==> config.mk <==
export PLATFORM = sky130hd
export DESIGN_NAME = bitmap_block_allocator
export DESIGN_NICKNAME = d
export VERILOG_FILES = /design/src/hdl/bba_pkg.sv /design/src/hdl/bitmap_block_allocator.sv
export VERILOG_INCLUDE_DIRS = /design/src /design/src/hdl
export SDC_FILE = /design/constraint.sdc
export NUM_CORES = 1
export LEC_CHECK = 0
export CORE_MARGIN = 2
export CORE_UTILIZATION = 45
export CTS_CLUSTER_SIZE = 24
export DETAILED_ROUTE_END_ITERATION = 10
export DONT_BUFFER_PORTS = 1
export PLACE_DENSITY = 0.61
export SLEW_MARGIN = 10
export SYNTH_ARGS = -nofsm -noshare
export SYNTH_HDL_FRONTEND = slang
export SYNTH_SLANG_ARGS = --single-unit
==> constraint.sdc <==
create_clock -name clk -period 4.2 [get_ports clk]
set_clock_uncertainty 0.1 [all_clocks]
set_input_delay 0.42 -clock clk [delete_from_list [all_inputs] [get_ports clk]]
set_output_delay 0.42 -clock clk [all_outputs]
set_load 0.02 [all_outputs]
==> src/hdl/bitmap_block_allocator_macros.svh <==
// ----------------------------------------------------------------------------
// Bitmap block allocator assertion macros
// Concurrent checks clocked on clk and disabled in reset.
// ----------------------------------------------------------------------------
`ifndef BITMAP_BLOCK_ALLOCATOR_MACROS_SVH
`define BITMAP_BLOCK_ALLOCATOR_MACROS_SVH

// Same-cycle implication.
`define BBA_ASSERT_NOW(lbl, ante, cons, msg) \
  lbl: assert property (@(posedge clk) disable iff (rst) (ante) |-> (cons)) else $error(msg);

// Next-cycle implication.
`define BBA_ASSERT_NEXT(lbl, ante, cons, msg) \
  lbl: assert property (@(posedge clk) disable iff (rst) (ante) |=> (cons)) else $error(msg);

`endif

==> src/hdl/bba_pkg.sv <==
// ----------------------------------------------------------------------------
// Bitmap block allocator package
// Shared types and fixed constants.
// ----------------------------------------------------------------------------
`default_nettype none

package bba_pkg;

  localparam int WORD_BITS     = 32;
  localparam int BIT_W         = 5;
  localparam int RESERVED_TAIL = 4;
  localparam int IDX_W         = 10;
  localparam int CNT_W         = 11;

  localparam logic ACT_ALLOC = 1'b0;
  localparam logic ACT_FREE  = 1'b1;

  typedef enum logic [2:0] {
    S_INIT,
    S_IDLE,
    S_READ,
    S_MOD,
    S_DONE
  } bba_state_t;

endpackage

`default_nettype wire

==> src/hdl/bitmap_block_allocator.sv <==
// ----------------------------------------------------------------------------
// Bitmap block allocator
// First-fit allocator over a pool of fixed-size blocks, one used bit each.
// ----------------------------------------------------------------------------
// The used bits live in a memory of 32-bit rows; a flip-flop per row tells
// whether that row still has a free block, so an allocate picks its row at
// once and finds the bit in the row read back. One item is in work at a time.
// An allocate or an in-range free goes through accept, memory read, update
// and write back, and result; an allocate on a full pool or a free of an
// out-of-range index goes from accept straight to result. The result
// register lets the next item be taken while a result waits. After reset a
// clearing pass loads every row, marking the last four blocks used; no item
// is accepted during it.
`default_nettype none

module bitmap_block_allocator
  import bba_pkg::*;
#(
  parameter int NUM_BLOCKS = 1024
) (
  input  wire logic        clk,
  input  wire logic        rst,
  input  wire logic        s_tvalid,
  output logic             s_tready,
  input  wire logic [15:0] s_tdata,   // [9:0] block_index, [15:10] zero
  input  wire logic        s_tuser,   // action
  output logic             m_tvalid,
  input  wire logic        m_tready,
  output logic [23:0]      m_tdata,   // [9:0] granted_index, [20:10] used_count, [23:21] zero
  output logic             m_tuser    // status
);

  localparam int ROWS = (NUM_BLOCKS + WORD_BITS - 1) / WORD_BITS;
  localparam int RW   = (ROWS > 1) ? $clog2(ROWS) : 1;

  bba_state_t state, state_next;

  logic [WORD_BITS-1:0] mem [ROWS];
  logic [WORD_BITS-1:0] rd_data;
  logic [WORD_BITS-1:0] init_word;
  logic [WORD_BITS-1:0] set_mask;
  logic [WORD_BITS-1:0] mod_word;
  logic [ROWS-1:0]      row_free;
  logic [RW-1:0]        init_row;
  logic [RW-1:0]        op_row;
  logic [RW-1:0]        first_row;
  logic [RW-1:0]        free_row;
  logic [BIT_W-1:0]     op_bit;
  logic [BIT_W-1:0]     first_bit;
  logic [RW+BIT_W-1:0]  gidx;
  logic                 op_alloc;
  logic                 any_free;
  logic                 in_range;
  logic                 free_hit;
  logic                 accept;
  logic                 out_load;
  logic                 res_full;
  logic [IDX_W-1:0]     res_idx;
  logic [CNT_W-1:0]     used_total;

  always_comb begin
    for (int b = 0; b < WORD_BITS; b++) begin
      init_word[b] = (int'(init_row) * WORD_BITS + b) >= (NUM_BLOCKS - RESERVED_TAIL);
    end
  end

  always_comb begin
    first_row = '0;
    for (int r = ROWS - 1; r >= 0; r--) begin
      if (row_free[r]) begin
        first_row = RW'(r);
      end
    end
  end

  always_comb begin
    first_bit = '0;
    for (int b = WORD_BITS - 1; b >= 0; b--) begin
      if (!rd_data[b]) begin
        first_bit = BIT_W'(b);
      end
    end
  end

  assign any_free = |row_free;
  assign free_row = RW'(s_tdata[IDX_W-1:0] >> BIT_W);
  assign in_range = {22'd0, s_tdata[IDX_W-1:0]} < 32'(NUM_BLOCKS);
  assign set_mask = WORD_BITS'(1) << (op_alloc ? first_bit : op_bit);
  assign mod_word = op_alloc ? (rd_data | set_mask) : (rd_data & ~set_mask);
  assign free_hit = rd_data[op_bit];
  assign gidx     = {op_row, first_bit};

  always_comb begin
    state_next = state;
    s_tready   = (state == S_IDLE);
    accept     = s_tvalid && s_tready;
    out_load   = (state == S_DONE) && (!m_tvalid || m_tready);
    case (state)
      S_INIT: begin
        if (init_row == RW'(ROWS - 1)) begin
          state_next = S_IDLE;
        end
      end
      S_IDLE: begin
        if (accept) begin
          if (s_tuser == ACT_ALLOC) begin
            state_next = any_free ? S_READ : S_DONE;
          end else begin
            state_next = in_range ? S_READ : S_DONE;
          end
        end
      end
      S_READ: state_next = S_MOD;
      S_MOD:  state_next = S_DONE;
      S_DONE: begin
        if (out_load) begin
          state_next = S_IDLE;
        end
      end
      default: state_next = S_INIT;
    endcase
  end

  always_ff @(posedge clk) begin
    if (rst) begin
      state      <= S_INIT;
      init_row   <= '0;
      row_free   <= '0;
      used_total <= CNT_W'(RESERVED_TAIL);
      m_tvalid   <= 1'b0;
    end else begin
      state <= state_next;
      if (state == S_INIT) begin
        init_row           <= init_row + RW'(1);
        row_free[init_row] <= ~&init_word;
      end
      if (state == S_MOD) begin
        if (op_alloc) begin
          row_free[op_row] <= ~&mod_word;
          used_total       <= used_total + CNT_W'(1);
        end else if (free_hit) begin
          row_free[op_row] <= 1'b1;
          used_total       <= used_total - CNT_W'(1);
        end
      end
      if (out_load) begin
        m_tvalid <= 1'b1;
      end else if (m_tready) begin
        m_tvalid <= 1'b0;
      end
    end
  end

  always_ff @(posedge clk) begin
    if (accept) begin
      op_alloc <= (s_tuser == ACT_ALLOC);
      op_row   <= (s_tuser == ACT_ALLOC) ? first_row : free_row;
      op_bit   <= s_tdata[BIT_W-1:0];
      res_idx  <= '0;
      res_full <= (s_tuser == ACT_ALLOC) && !any_free;
    end
    if (state == S_MOD && op_alloc) begin
      res_idx <= IDX_W'(gidx);
    end
    if (out_load) begin
      m_tdata <= {3'b000, used_total, res_idx};
      m_tuser <= res_full;
    end
  end

  // bitmap rows: one write port, registered read
  always_ff @(posedge clk) begin
    if (state == S_INIT) begin
      mem[init_row] <= init_word;
    end else if (state == S_MOD) begin
      mem[op_row] <= mod_word;
    end
    if (state == S_READ) begin
      rd_data <= mem[op_row];
    end
  end

`include "bitmap_block_allocator_macros.svh"

  `BBA_ASSERT_NOW(a_row_has_free, (state == S_MOD) && op_alloc, rd_data != '1, "row summary says free but row is full")
  `BBA_ASSERT_NEXT(a_full_skips_mem, accept && (s_tuser == ACT_ALLOC) && !any_free, (state == S_DONE) && res_full, "full allocate not reported")
  `BBA_ASSERT_NEXT(a_done_loads, (state == S_DONE) && !m_tvalid, m_tvalid, "result not presented")
  `BBA_ASSERT_NEXT(a_mod_to_done, state == S_MOD, state == S_DONE, "update did not finish")

endmodule

`default_nettype wire

==> out/metrics.cfg <==
[run_status]
outcome = finished, final reports clean

[setup_path]
critPathTopFamily = compound AO/OA/AOI/OAI gates
cp-start-kind = flop
timing.rr.end = row_free[4]
critical_path_depth = 13
end_kind = flop
slowest_delay_ns = 0.53
cp_cell_sequence = nand2_1 -> a31oi_1 -> o21ai_1 -> o21a_1 -> buf_4 -> a21oi_1 -> a22oi_1 -> o21ai_0 -> buf_4 -> o2111ai_1 -> nor2_2 -> buf_12 -> a41oi_1
crit_top_cell = buf_4
r2r_setup_slack_ns = 0.14
critPathSlowestCell = edfxtp_1
worstPathMaxFanout = 32
cp_data_arrival_time_ns = 4.50
worstReg2RegStart = rd_data[12]
reg2regPathDepth = 13
cp.required_ns = 4.64
worstPathBufferInverterCount = 3
crit_type = reg -> reg

[cells_and_area]
final_cell_mix = 1,100 x edfxtp_1, 266 x mux4_2, 151 x buf_4
area_growth_pct = 16.1
fill_cells = 8000
regArea_um2 = 34100
multiInputGateArea_um2 = 11700
layout-drive-gt1-share_pct = 27.9
layoutNonFillerInstCount = 4049
layout_commonest_cell = edfxtp_1
nets = 2614

[sta]
whs_ns = 0.126
drv_slew = 0
rsz0062_at_grt = yes
tns_ns = 0
relSlewSlack_pct = 21.8
finalSetupViolCount = 0
min_period_ns = 4.06
worstMarginPinSlew_ns = 1.17
period_share_pct = 96.6
setup_ws_ns = 0.144
fmax_mhz = 247
finalHoldViolations = 0

[power_and_ir_drop]
peakVddDrop_mv = 0.374
p_leak_nw = 15.0
power.density_nw_per_um2 = 506

[logic_synthesis]
synth_top_area_share_pct = 71.8
syn_area_um2 = 46000
yosys_warnings = 0
yosys.area.top_type = edfxtp_1
synthFlopType = edfxtp_1
yosys-top-cells-area = edfxtp_1 72%, mux4_2 13%, dfxtp_1 2.3%
yosysSeqAreaShare_pct = 74.1
ys_ff_latch = 1152
yosysUniqueCellTypes = 76
synth_edf_count = 1100
async_flop_share_pct = 0
syn_avg_cell_area_um2 = 19.1
syn_inst = 2405

[cts]
worstSkewPairLatency_ns = 0.71
cts.sinks = 1152
clockRootBuffer = clkbuf_16
cts_buffers = 116
path_clk_slew_ns = 0.06
cts_tree = built
cts_buffer_depth = 3
htreeDepth = 3

[route]
viasPerCell = 6.23
totalWireLength_mm = 125
dr_total_vias = 25200
routedWlPerCell_um = 31.0
antenna_left = 0
drtIter0Drc = 3022
drc = 0
dr.pass1.iters = 6

[min_path]
holdPathEnd = op_alloc
min_path_type = in -> reg
hold_depth = 2
min_from = s_tvalid

[grt]
grt_max_degree = 94
grt_pass1_wl_mm = 181
gr-usage-met2_pct = 37.8
grt_use_total_pct = 24.3
antenna_found_initial = 3
grt_pass1_vias = 25200
met1_usage_pct = 35.6
overflow = 0
grt-busiest-layer = met2
use_met3_pct = 3.76

[floorplan]
start_util_pct = 45.3
ioPinCount = 48
num_rows = 117
core_um2 = 102000
die_h_um = 324
die_w_um = 324
die-area_um2 = 105000

[placed_design]
place.gp.congestion = 0.955
io_buffers = 0
place_hpwl_mm = 73.9
place_ws_ns = 0.124
place_inst = 3812

[job]
maxCapViolCount = 0

report_power, final:
part	switching, W	leakage (nW)	total [W]	internal, W
sequential	0.000300	8.85	0.0136	0.0133
clock	0.00436	1.87	0.0103	0.00594
combinational	0.00209	4.29	0.00317	0.00108
state kept, by name, indices dropped and copies added, names as in the netlist:
name and count:
mem 1024, rd_data 32, row_free 32, m_tdata 21
used_total 11, res_idx 10, init_row 5, op_bit 5
op_row 5, state 3, m_tuser 1, m_tvalid 1
op_alloc 1, res_full 1
cell families after synthesis:
family	share of synthesized area (%)
AOI/OAI and AO/OA	5.88
xor gates and xnor gates	0.248
adders and majority gates	0.424
buffers and inverters	1.54
DFF	74.1
muxes	13.4
other	0.00815
and+or+nand+nor	4.38
final cells by class:
type	count	area share (%)
Sequential cell	1152	63.8
Multi-Input combinational cell	1080	21.9
Clock buffer	142	5.75
Timing Repair Buffer	204	3.83
Tap cell	1368	3.20
Clock inverter	78	1.37
Inverter	24	0.169
Antenna cell	1	0.00468
synthesized netlist by cell type, types with 4 or more instances:
cell type  count
a211oi_1      26
a21oi_1       56
a221oi_1      33
a22oi_1      132
a31oi_1       15
a41oi_1       32
and2_1        17
and3_1        11
and4_1         4
buf_1         30
buf_2          9
buf_4          5
clkbuf_1     103
dfxtp_1       52
edfxtp_1    1100
ha_1          14
inv_1         23
mux2i_1       18
mux4_2       266
nand2_1       61
nand2b_1      10
nand3_1       22
nand3b_1       4
nand4_1       47
nor2_1       114
nor2b_1       14
nor3_1        25
nor3b_1        5
nor4_1         7
o21ai_0       24
o21bai_1       8
or2_2         33
or3_1          5
or4_1          4
xnor2_1        8
xor2_1         5
per-layer routing:
layer | share of wire [%] | vias up
met1 | 43 | 13500
met5 | 0.0056 | -
met2 | 47 | 1065
met3 | 7.1 | 192
li1 | - | 10500
met4 | 2.7 | 2
timing repair:
item | in CTS | in global routing
buffers inserted | 0 | 0
resized for setup | 0 | 4
endpoints found under the setup margin | 0 | 96
hold buffers | 16 | 0
hold endpoints to repair | 63 | 0
stage by stage:
stage / utilization [%] / total power, W / instance area [um^2]
after floorplan: - / 0.0155 / 46000
after global placement: 48.6 / 0.0169 / 49400
after detailed placement: 48.6 / 0.0169 / 49400
after CTS: 52.6 / 0.0272 / 53400
after global routing: 52.6 / 0.0279 / 53400
final: 52.6 / 0.0270 / 53400
worst max path at each step:
stage                     start            to
floorplan            rd_data[0]     mem[0][6]
global placement    rd_data[16]  row_free[28]
detailed placement  rd_data[24]  row_free[29]
CTS                 rd_data[24]  row_free[29]
global route        rd_data[16]  row_free[21]
finish              rd_data[12]   row_free[4]
Power figures use the tool's default switching activity.
